File: src/vrp_pkg.sv
`default_nettype none
package vrp_pkg;

   localparam int COORD_W         = 24;
   localparam int TRIG_W          = 16;
   localparam int FOCAL_W         = 23;
   localparam int CENTRE_W        = 12;
   localparam int CSR_IDX_W       = 4;
   localparam int COORD_FRAC_BITS = 12;
   localparam int TRIG_FRAC_BITS  = 14;
   localparam int ROT_PROD_W      = COORD_W + TRIG_W;
   localparam int ROT_SUM_W       = ROT_PROD_W + 1;
   localparam int PROJ_PROD_W     = 48;
   localparam int MAG_W           = 47;
   localparam int DEN_W           = 24;
   localparam int QUO_BITS        = 26;
   localparam int QSUM_W          = QUO_BITS + 2;
   localparam int PIPE_LATENCY    = QUO_BITS + 3;

   localparam logic signed [PROJ_PROD_W-1:0] F_MAX = 48'sd8388607;
   localparam logic signed [PROJ_PROD_W-1:0] F_MIN = -48'sd8388608;

   typedef enum logic [1:0] {
      OP_ROT_X   = 2'd0,
      OP_ROT_Y   = 2'd1,
      OP_ROT_Z   = 2'd2,
      OP_PROJECT = 2'd3
   } opcode_type;

   localparam logic [CSR_IDX_W-1:0] REG_COS_X  = 4'd0;
   localparam logic [CSR_IDX_W-1:0] REG_SIN_X  = 4'd1;
   localparam logic [CSR_IDX_W-1:0] REG_COS_Y  = 4'd2;
   localparam logic [CSR_IDX_W-1:0] REG_SIN_Y  = 4'd3;
   localparam logic [CSR_IDX_W-1:0] REG_COS_Z  = 4'd4;
   localparam logic [CSR_IDX_W-1:0] REG_SIN_Z  = 4'd5;
   localparam logic [CSR_IDX_W-1:0] REG_FOCAL  = 4'd6;
   localparam logic [CSR_IDX_W-1:0] REG_CENTRE = 4'd7;

   typedef struct packed {
      logic [TRIG_W-1:0]   cos_x;
      logic [TRIG_W-1:0]   sin_x;
      logic [TRIG_W-1:0]   cos_y;
      logic [TRIG_W-1:0]   sin_y;
      logic [TRIG_W-1:0]   cos_z;
      logic [TRIG_W-1:0]   sin_z;
      logic [FOCAL_W-1:0]  focal;
      logic [CENTRE_W-1:0] centre;
   } cfg_type;

   typedef struct packed {
      logic                neg;
      logic                ovf;
      logic [DEN_W-1:0]    rem;
      logic [QUO_BITS-1:0] dvd;
      logic [QUO_BITS-1:0] quo;
   } lane_type;

   typedef struct packed {
      logic               valid;
      logic               proj;
      logic               behind;
      logic               sat;
      logic [COORD_W-1:0] a;
      logic [COORD_W-1:0] b;
      logic [COORD_W-1:0] c;
      logic [DEN_W-1:0]   den;
      lane_type           lx;
      lane_type           ly;
   } beat_type;

   function automatic logic [COORD_W:0] sat_fn(input logic signed [PROJ_PROD_W-1:0] v);
      logic [COORD_W:0] r;
      if (v > F_MAX) begin
         r = {1'b1, F_MAX[COORD_W-1:0]};
      end else if (v < F_MIN) begin
         r = {1'b1, F_MIN[COORD_W-1:0]};
      end else begin
         r = {1'b0, v[COORD_W-1:0]};
      end
      return r;
   endfunction

endpackage
`default_nettype wire

File: src/vrp_div_cell.sv
`default_nettype none
module vrp_div_cell
   import vrp_pkg::*;
(
   input  wire logic     clock,
   input  wire logic     reset,
   input  wire beat_type beat_i,
   output beat_type      beat_o
);

   beat_type beat_in, beat_ff;

   function automatic lane_type lane_step(input lane_type l, input logic [DEN_W-1:0] den);
      lane_type     r;
      logic [DEN_W:0] t;
      logic         ge;
      t     = {l.rem, l.dvd[QUO_BITS-1]};
      ge    = t >= {1'b0, den};
      r     = l;
      r.rem = ge ? DEN_W'(t - {1'b0, den}) : t[DEN_W-1:0];
      r.dvd = {l.dvd[QUO_BITS-2:0], 1'b0};
      r.quo = {l.quo[QUO_BITS-2:0], ge};
      return r;
   endfunction

   always_comb begin
      beat_in    = beat_i;
      beat_in.lx = lane_step(beat_i.lx, beat_i.den);
      beat_in.ly = lane_step(beat_i.ly, beat_i.den);
   end

   always_ff @(posedge clock) begin
      if (reset) begin
         beat_ff.valid <= 1'b0;
      end else begin
         beat_ff.valid <= beat_in.valid;
      end
      beat_ff.proj   <= beat_in.proj;
      beat_ff.behind <= beat_in.behind;
      beat_ff.sat    <= beat_in.sat;
      beat_ff.a      <= beat_in.a;
      beat_ff.b      <= beat_in.b;
      beat_ff.c      <= beat_in.c;
      beat_ff.den    <= beat_in.den;
      beat_ff.lx     <= beat_in.lx;
      beat_ff.ly     <= beat_in.ly;
   end

   assign beat_o = beat_ff;

endmodule
`default_nettype wire

File: config.mk
export PLATFORM = sky130hd
export DESIGN_NAME = vrp_div_cell
export DESIGN_NICKNAME = d
export VERILOG_FILES = /design/src/vrp_pkg.sv /design/src/vrp_div_cell.sv
export SDC_FILE = /design/constraint.sdc
export NUM_CORES = 1
export LEC_CHECK = 0
export ABC_CLOCK_PERIOD_IN_PS = 2400
export BUFFER_PORTS_ARGS = -buffer_cell sky130_fd_sc_hd__buf_2
export CAP_MARGIN = 40
export CORE_AREA = 2 2 200 202
export CTS_CLUSTER_DIAMETER = 50
export DETAILED_ROUTE_END_ITERATION = 6
export DIE_AREA = 0 0 202 204
export GPL_ROUTABILITY_DRIVEN = 1
export SLEW_MARGIN = 10
export SYNTH_ARGS = -nofsm -noshare
export SYNTH_HDL_FRONTEND = slang
export SYNTH_SLANG_ARGS = --single-unit
export TNS_END_PERCENT = 10
File: constraint.sdc
create_clock -name clock -period 2.4 [get_ports clock]
set_input_delay 0.24 -clock clock [delete_from_list [all_inputs] [get_ports clock]]
set_output_delay 0.24 -clock clock [all_outputs]
set_load 0.03 [all_outputs]
==> reports/metrics.csv <==
stage;metric;value;unit
layout;fill_cells;3753;
drt;vias;8747;
sta;timing.final.crit_share;0.996;
yosys;ys_seq_area_frac;0.608;
global_route;grt_first_pass_wirelength;59200;um
place;place_ws;-0.432;ns
worst_hold_path;hold_class;primary input to flip-flop;
worst_setup_path;crit_top_cell;o31ai_1;
clock_network;cts_sinks;254;
power;p_leak;0.00803;uW
floorplan;core;39200;um2
layout;fin_cells;2173;
worst_setup_path;worstPathRequired;2.81;ns
place;dpl_cell_area;12500;um2
place;portBuffers;509;
drt;drt_iter0_markers;355;
yosys;post_synth_num_cell_types;59;
yosys;avgSynthCellArea;11.8;um2
layout;final_common_cell;buf_2;
clock_network;clockBufferDepth;3;
yosys;synth-seq-cells;254;
worst_setup_path;worst-setup-path-type;primary input to flip-flop;
yosys;ys.flop_type;dfxtp_1;
sta;slew_headroom;0.625;
yosys;synth_edf_count;0;
sta;period_minus_slack;2.39;ns
power;power;13600;uW
worst_setup_path;cp-end-kind;flip-flop;
worst_setup_path;arrival;2.80;ns
worst_setup_path;startpoint;beat_i[51];
floorplan;initial_core_util;0.213;
worst_setup_path;crit_path_end;beat_o[72];
global_route;first_global_vias;9320;
yosys;syn_area;8360;um2
drt;vias_per_cell;4.03;
worst_setup_path;path_depth;12;
layout;final_cell_mix;508 x buf_2, 254 x dfxtp_1, 244 x dlygate4sd3_1;
drt;wl_met1;16900;um
place;dp.cells;1854;
yosys;syn_inst;707;
run_status;outcome;finished clean;
drt;drtAntennaViolNets;0;
floorplan;die_x;202;um
worst_hold_path;whs_path_depth;3;
worst_setup_path;cpLargestDelayFamily;compound AO/OA/AOI/OAI gates;
layout;syn2layout_area_growth;97.3;%
layout;fin_nets;1924;
worst_setup_path;crit_chain;buf_2 > inv_1 > ha_1 > fa_1 > nor2b_1 > o31a_1 > o31ai_1 > and2b_1 > o31ai_1 > a221oi_2 > xnor2_1 > mux2_4;
layout;layout-drive-gt1-share;0.478;
global_route;antenna_found_initial;11;
global_route;grt_max_degree;20;
worst_setup_path;worstPathMaxFanout;3;
sta;finalHoldViolCount;0;
worst_setup_path;startpoint_type;primary input;
yosys;async_flop_share;0;
power;p_per_area;822;nW/um2
floorplan;io_pins;514;
sta;worst_slack;0.00869;ns
flow_run;cap_violations;0;
clock_network;cts_max_level;2;
layout;final_area;16500;um2
drt;wl_per_cell;19.5;um
drt;drt_first_pass_iters;4;
sta;fmax;418;MHz
yosys;yosysWarnings;0;
floorplan;rows;73;
worst_setup_path;crit_buf_inv;2;
sta;setup_viol;0;
sta;slew_viol_final;0;
global_route;track_usage;0.196;
clock_network;root_buffer;clkbuf_16;
floorplan;dieArea;41200;um2
drt;drc;0;
clock_network;cts_tree;yes;
drt;finalWirelength;42500;um
drt;wl_met3;2620;um
worst_setup_path;max_stage_delay;0.47;ns
layout;largest_reg_flops;254;
sta;rsz0062_at_grt;true;
drt;wl_met2;21200;um
worst_setup_path;slowest_stage;o31ai_1;
global_route;overflow;0;
sta;worst_pin_slew;0.558;ns
floorplan;die-height;204;um
drt;dr.max_layer_used;met5;
clock_network;clk_pin_slew;0.06;ns
power;vdd.ir_drop.worst;0.603;mV
clock_network;cts_made_buffers;37;
place;gp_congestion;0.872;
place;dp_hpwl;33300;um
==> power breakdown <==
group / total (uW) / switching (uW) / leakage (uW) / internal, uW
registers: 4700 / 109 / 0.00214 / 4590
logic: 3210 / 1800 / 0.00526 / 1410
clock network: 5650 / 2130 / 0.000624 / 3520
total: 13600 / 4040 / 0.00803 / 9510
==> cells by family after synthesis <==
family / Yosys count / share of synthesized area
and+or+nand+nor: 120 / 0.0700
xor gates and xnor gates: 34 / 0.0356
buffers and inverters: 53 / 0.0310
muxes: 33 / 0.0516
AOI/OAI and AO/OA: 162 / 0.126
other: 1 / 0.000449
adders and majority gates: 50 / 0.0766
DFF: 254 / 0.608
==> Yosys cell counts (all sizes together) (3+ instances only) <==
library cell / count / area share
nor2: 45 / 0.021
or3: 3 / 0.0024
or2: 3 / 0.0022
o21ai: 24 / 0.014
o21bai: 3 / 0.0027
nand2b: 3 / 0.0022
a311oi: 3 / 0.0031
o22ai: 3 / 0.0022
xor2: 11 / 0.012
mux2i: 3 / 0.0036
ha: 48 / 0.072
a31oi: 7 / 0.0052
a31o: 4 / 0.0042
nor2b: 9 / 0.0067
and3: 8 / 0.0066
mux2: 30 / 0.048
o21a: 8 / 0.0072
a211oi: 6 / 0.0054
nor3: 8 / 0.0048
nand2: 16 / 0.0072
a21o: 21 / 0.019
dfxtp: 254 / 0.61
and2: 5 / 0.0037
nand3: 15 / 0.0090
o31a: 6 / 0.0063
clkbuf: 4 / 0.0018
a21oi: 57 / 0.035
xnor2: 23 / 0.024
buf: 10 / 0.012
o31ai: 3 / 0.0027
inv: 39 / 0.018
==> layer usage <==
layer,vias to the layer above,track usage
li1,4289,-
met1,4036,0.218
met2,322,0.349
met3,90,0.0572
met4,10,0.0801
met5,-,0
==> worst min-delay path by stage <==
stage,start,to,slack (ns)
floorplan,beat_i[99],beat_o[100],0.27
global placement,beat_i[39],beat_o[40],0.34
detailed placement,beat_i[212],beat_o[212],0.34
CTS,beat_i[143],beat_o[144],0.002
global route,beat_i[63],beat_o[64],0.02
finish,beat_i[146],beat_o[147],0.04
==> per-stage QoR <==
| step | TNS, ns | hold slack, ns | utilization |
|---|---|---|---|
| after floorplan | 0 | 0.268 | - |
| after global placement | -10.48 | 0.343 | 0.319 |
| after detailed placement | -12.36 | 0.344 | 0.319 |
| after CTS | 0 | 0.00196 | 0.414 |
| after global routing | -0.505 | 0.0235 | 0.421 |
| final | 0 | 0.0388 | 0.421 |
==> final cells by class <==
cell class	count	area, um2	area share
Clock inverter	18	253	0.0153
Multi-Input combinational cell	401	3290	0.199
Inverter	39	149	0.00903
Tap cell	525	657	0.0398
Antenna cell	5	12.5	0.000759
Sequential cell	254	5080	0.308
Timing Repair Buffer	883	6020	0.365
Clock buffer	48	1030	0.0624
==> what timing repair did <==
action	in CTS	in global routing
endpoints found under the hold margin	243	0
buffers inserted	0	3
hold buffers	244	0
setup endpoints to repair	0	46
gates resized for setup	0	39
Power figures use the tool's default switching activity.
