**config.mk**
```make
export PLATFORM = sky130hd
export DESIGN_NAME = vrp_back
export DESIGN_NICKNAME = d
export VERILOG_FILES = /design/src/vrp_pkg.sv /design/src/vrp_back.sv
export SDC_FILE = /design/constraint.sdc
export NUM_CORES = 1
export LEC_CHECK = 0
export BUFFER_PORTS_ARGS = -buffer_cell sky130_fd_sc_hd__buf_4
export CORE_AREA = 2 2 135 137
export CTS_CLUSTER_SIZE = 8
export DETAILED_ROUTE_END_ITERATION = 8
export DIE_AREA = 0 0 137 139
export GPL_TIMING_DRIVEN = 0
export SLEW_MARGIN = 20
export SYNTH_ARGS = -nofsm -noshare
export SYNTH_HDL_FRONTEND = slang
export SYNTH_SLANG_ARGS = --single-unit
```
**constraint.sdc**
```tcl
create_clock -name clock -period 4.4 [get_ports clock]
set_clock_uncertainty 0.05 [all_clocks]
set_input_delay 0.22 -clock clock [delete_from_list [all_inputs] [get_ports clock]]
set_output_delay 0.22 -clock clock [all_outputs]
set_load 0.01 [all_outputs]
```
**src/vrp_pkg.sv**
```systemverilog
`default_nettype none
package vrp_pkg;

   localparam int COORD_W         = 24;
   localparam int TRIG_W          = 16;
   localparam int FOCAL_W         = 23;
   localparam int CENTRE_W        = 12;
   localparam int CSR_IDX_W       = 4;
   localparam int COORD_FRAC_BITS = 12;
   localparam int TRIG_FRAC_BITS  = 14;
   localparam int ROT_PROD_W      = COORD_W + TRIG_W;
   localparam int ROT_SUM_W       = ROT_PROD_W + 1;
   localparam int PROJ_PROD_W     = 48;
   localparam int MAG_W           = 47;
   localparam int DEN_W           = 24;
   localparam int QUO_BITS        = 26;
   localparam int QSUM_W          = QUO_BITS + 2;
   localparam int PIPE_LATENCY    = QUO_BITS + 3;

   localparam logic signed [PROJ_PROD_W-1:0] F_MAX = 48'sd8388607;
   localparam logic signed [PROJ_PROD_W-1:0] F_MIN = -48'sd8388608;

   typedef enum logic [1:0] {
      OP_ROT_X   = 2'd0,
      OP_ROT_Y   = 2'd1,
      OP_ROT_Z   = 2'd2,
      OP_PROJECT = 2'd3
   } opcode_type;

   localparam logic [CSR_IDX_W-1:0] REG_COS_X  = 4'd0;
   localparam logic [CSR_IDX_W-1:0] REG_SIN_X  = 4'd1;
   localparam logic [CSR_IDX_W-1:0] REG_COS_Y  = 4'd2;
   localparam logic [CSR_IDX_W-1:0] REG_SIN_Y  = 4'd3;
   localparam logic [CSR_IDX_W-1:0] REG_COS_Z  = 4'd4;
   localparam logic [CSR_IDX_W-1:0] REG_SIN_Z  = 4'd5;
   localparam logic [CSR_IDX_W-1:0] REG_FOCAL  = 4'd6;
   localparam logic [CSR_IDX_W-1:0] REG_CENTRE = 4'd7;

   typedef struct packed {
      logic [TRIG_W-1:0]   cos_x;
      logic [TRIG_W-1:0]   sin_x;
      logic [TRIG_W-1:0]   cos_y;
      logic [TRIG_W-1:0]   sin_y;
      logic [TRIG_W-1:0]   cos_z;
      logic [TRIG_W-1:0]   sin_z;
      logic [FOCAL_W-1:0]  focal;
      logic [CENTRE_W-1:0] centre;
   } cfg_type;

   typedef struct packed {
      logic                neg;
      logic                ovf;
      logic [DEN_W-1:0]    rem;
      logic [QUO_BITS-1:0] dvd;
      logic [QUO_BITS-1:0] quo;
   } lane_type;

   typedef struct packed {
      logic               valid;
      logic               proj;
      logic               behind;
      logic               sat;
      logic [COORD_W-1:0] a;
      logic [COORD_W-1:0] b;
      logic [COORD_W-1:0] c;
      logic [DEN_W-1:0]   den;
      lane_type           lx;
      lane_type           ly;
   } beat_type;

   function automatic logic [COORD_W:0] sat_fn(input logic signed [PROJ_PROD_W-1:0] v);
      logic [COORD_W:0] r;
      if (v > F_MAX) begin
         r = {1'b1, F_MAX[COORD_W-1:0]};
      end else if (v < F_MIN) begin
         r = {1'b1, F_MIN[COORD_W-1:0]};
      end else begin
         r = {1'b0, v[COORD_W-1:0]};
      end
      return r;
   endfunction

endpackage
`default_nettype wire

```
**src/vrp_back.sv**
```systemverilog
`default_nettype none
module vrp_back
   import vrp_pkg::*;
(
   input  wire logic                clock,
   input  wire logic                reset,
   input  wire beat_type            beat,
   input  wire logic [CENTRE_W-1:0] centre,
   output logic                     valid,
   output logic [COORD_W-1:0]       out_a,
   output logic [COORD_W-1:0]       out_b,
   output logic [COORD_W-1:0]       out_c,
   output logic                     behind,
   output logic                     sat
);

   logic               valid_ff;
   logic [COORD_W-1:0] a_ff, b_ff, c_ff, a_in, b_in, c_in;
   logic               behind_ff, sat_ff, behind_in, sat_in;
   logic [COORD_W:0]   pa, pb;

   function automatic logic [COORD_W:0] finish(input lane_type l,
                                               input logic [CENTRE_W-1:0] ctr);
      logic signed [QSUM_W-1:0] qs;
      logic signed [QSUM_W-1:0] s;
      logic [COORD_W:0]         r;
      qs = l.neg ? -$signed({2'b00, l.quo}) : $signed({2'b00, l.quo});
      s  = qs + $signed({{(QSUM_W-CENTRE_W-COORD_FRAC_BITS){1'b0}}, ctr,
                         {COORD_FRAC_BITS{1'b0}}});
      if (l.ovf) begin
         r = l.neg ? {1'b1, F_MIN[COORD_W-1:0]} : {1'b1, F_MAX[COORD_W-1:0]};
      end else begin
         r = sat_fn(PROJ_PROD_W'(s));
      end
      return r;
   endfunction

   always_comb begin
      pa = finish(beat.lx, centre);
      pb = finish(beat.ly, centre);
      if (!beat.proj) begin
         a_in = beat.a; b_in = beat.b; c_in = beat.c;
         behind_in = 1'b0;
         sat_in    = beat.sat;
      end else if (beat.behind) begin
         a_in = '0; b_in = '0; c_in = '0;
         behind_in = 1'b1;
         sat_in    = 1'b0;
      end else begin
         a_in = pa[COORD_W-1:0];
         b_in = pb[COORD_W-1:0];
         c_in = '0;
         behind_in = 1'b0;
         sat_in    = pa[COORD_W] | pb[COORD_W];
      end
   end

   always_ff @(posedge clock) begin
      if (reset) begin
         valid_ff <= 1'b0;
      end else begin
         valid_ff <= beat.valid;
      end
      a_ff      <= a_in;
      b_ff      <= b_in;
      c_ff      <= c_in;
      behind_ff <= behind_in;
      sat_ff    <= sat_in;
   end

   assign valid  = valid_ff;
   assign out_a  = a_ff;
   assign out_b  = b_ff;
   assign out_c  = c_ff;
   assign behind = behind_ff;
   assign sat    = sat_ff;

endmodule
`default_nettype wire

```
==> out/qor.csv <==
metric;value;unit
total power;2.362;mW
post-synth top area cell;dfxtp_1;
Yosys warnings;0;
Endpoint, Worst Hold;out_a[23];
Fin. Hold Viols;0;
clock root cell;clkbuf_16;
vias;5468;
Avg Cell Area, Syn;8.880;um2
CP max FO;10;
storage element area;1501;um2
fmax;238.6;MHz
CP endpoint kind;flop;
# fillers;1776;
GP Congestion;0.8767;
worst slew pin tran;0.7877;ns
vias per std cell;5.101;
I/O pin count;345;
EDFF count, synth;0;
top post-synthesis cells by area;dfxtp_1 28%, ha_1 6.6%, xnor2_1 5.9%, o221ai_2 5.4%, xor2_1 4.6%;
post-route ant nets;0;
drt drc;0;
Multi-input gate area;3657;um2
vias in the first global route;5302;
row count;49;
share of the clock period used by the worst path;95.26;%
synthesized flop and latch total;75;
Power Dens Cells;304.2;nW/um2
Setup WS pre-CTS;-0.8446;ns
CTS Buf Count;9;
DIE AREA;19040;um2
share of the synthesized area in the top cell type;28.23;%
router iterations before antenna repair;4;
synthesized area;5319;um2
global-route wire length before repair;27800;um
RSZ-0062 raised after global routing;true;
H-tree depth;3;
final setup fails;0;
fraction of layout cells with a size suffix above 1;38.08;%
# diodes;0;
post-layout minimum cycle time;4.191;ns
worst hold stages;2;
final instance area;7765;um2
post-synth cell types;77;
Critical Path Source Type;input port;
CP max-delay cell;or4_1;
Post-Route WL;18720;um
final-report max-slew violation count;0;
Crit Path Class;in -> reg;
leak pwr;3.385;nW
Congestion Overflow GR;0;
Initial Utilization;30.12;%
Core Region;17660;um2
predominant post-synthesis flop cell;dfxtp_1;
Clock transition at path regs;0.06;ns
largest net degree at the start of global routing;13;
worst endpoint required time;4.60;ns
clock tree buffer depth;2;
WL per Instance;17.46;um
Placed Area;7249;um2
buffer and inverter count on the worst path;3;
critical path, cell by cell;buf_4 -> inv_1 -> ha_1 -> nor4b_4 -> nand2_1 -> or4_1 -> or3_4 -> o31ai_4 -> xnor2_1 -> ha_1 -> nor2b_1 -> o2111ai_2 -> a21o_1 -> a21oi_2 -> or3_4 -> a211oi_4 -> o21ai_4 -> buf_6 -> o221ai_1;
CP top delay family;simple AND/OR/NAND/NOR gates;
antenna violations before repair;0;
Layout Nets;1138;
post-synth net total;899;
Tot GR Track Use;18.94;%
Hold Path Class;in -> reg;
GR Util met2;31.74;%
count leader, synth;dfxtp_1;
clock net sink count;75;
status;finished clean;
Post-synth ARST share;0;%
GRT met1 Usage;23.50;%
VDD IR max;187.0;uV
input/output buffers;219;
sequential cell area fraction in the yosys report;28.23;%
GRT busiest layer;met2;
post-route setup slack;0.2085;ns
CP peak stage delay;0.43;ns
CTS tree;yes;
Max Cap Viol;0;
Area Overhead vs Synth;45.99;%
die width;137;um
Die Y;139;um
Worst slew margin;47.49;%
Arr. time, crit path;4.39;ns
Final HPWL DP;15160;um
global-route met3 utilization;5.629;%
Syn Inst Count;599;
DR iter-0 viols;265;
HP Start;beat[251];
synth cell count leaders;75 x dfxtp_1, 52 x nand2_1, 43 x inv_1, 36 x xnor2_1, 34 x nor2b_1;
-- where the power goes --
| group | internal (mW) | total [mW] | switching, mW |
|---|---|---|---|
| Sequential | 0.746 | 0.767 | 0.0206 |
| Combinational | 0.407 | 0.842 | 0.435 |
| Clock | 0.454 | 0.753 | 0.299 |
-- state kept, by name, indices dropped and copies added (netlist names) --
register	count
behind	1
out_a	24
out_b	24
out_c	24
sat	1
valid	1
-- cells by family after synthesis --
family,after synthesis,share of synthesized area [%]
mux,3,0.5646
xor+xnor,64,10.54
simple gates,190,20.82
buf+inv,67,5.481
compound gates,170,27.03
fa+ha+maj,30,7.340
flops,75,28.23
-- metrics by stage --
step                       TNS, ns  std cells  hold WS [ns]  util (%)
after global placement      -24.21       1047        0.3316     41.06
after floorplan                  0        599        0.2416         -
after CTS                        0       1067      0.005780     43.13
final                            0       1072       0.02259     43.98
after global routing      -0.04384       1072       0.02312     43.98
after detailed placement    -26.55       1047        0.3347     41.06
-- routing by layer --
metal / share of wire (%) / vias to the layer above / wire length, um
met5: 0 / - / 0
met3: 10 / 17 / 1871
met4: 1.4 / 0 / 259
met2: 47 / 221 / 8753
li1: - / 2713 / -
met1: 42 / 2517 / 7838
-- how the worst max path moves through the flow --
stage,from,endpoint,slack (ns),cells past startpoint
6_report,beat[78],out_a[12],0.21,19
5_1_grt,beat[78],out_a[16],-0.01,20
4_1_cts,beat[78],out_a[12],0.01,19
3_5_place_dp,beat[78],out_a[12],-0.84,19
3_3_place_gp,beat[78],out_a[12],-0.75,19
2_1_floorplan,beat[78],out_a[3],0.24,18
-- cell type report --
class | count | share of cell area, %
Inverter | 43 | 2.079
Sequential cell | 75 | 19.34
Buffer | 24 | 1.901
Clock inverter | 4 | 0.6445
Clock buffer | 12 | 3.174
Tap cell | 229 | 3.690
Multi-Input combinational cell | 457 | 47.10
Timing Repair Buffer | 228 | 22.08
-- cell usage in the layout (no fill, tap or decap), types with 10 or more instances in the layout --
cell      netlist  final
nor2b_1        34     34
o221ai_2       19     20
o221ai_1       27     26
a21oi_1        23     20
clkbuf_1       14     16
xnor2_1        36     36
nand2_1        52     52
inv_1          43     43
or3_1          12     10
xor2_1         28     28
nor3_1         11     10
dfxtp_1        75     75
o21ai_0        29     29
ha_1           28     28
nor2_1         16     16
buf_4           0    229
-- timing repair --
action / CTS / global route
resized for setup: 7 / 24
pin swaps: 3 / 10
hold buffers: 1 / 0
endpoints found under the hold margin: 1 / 0
endpoints found under the setup margin: 44 / 47
setup buffers: 3 / 5
(Power assumes the default switching activity.)
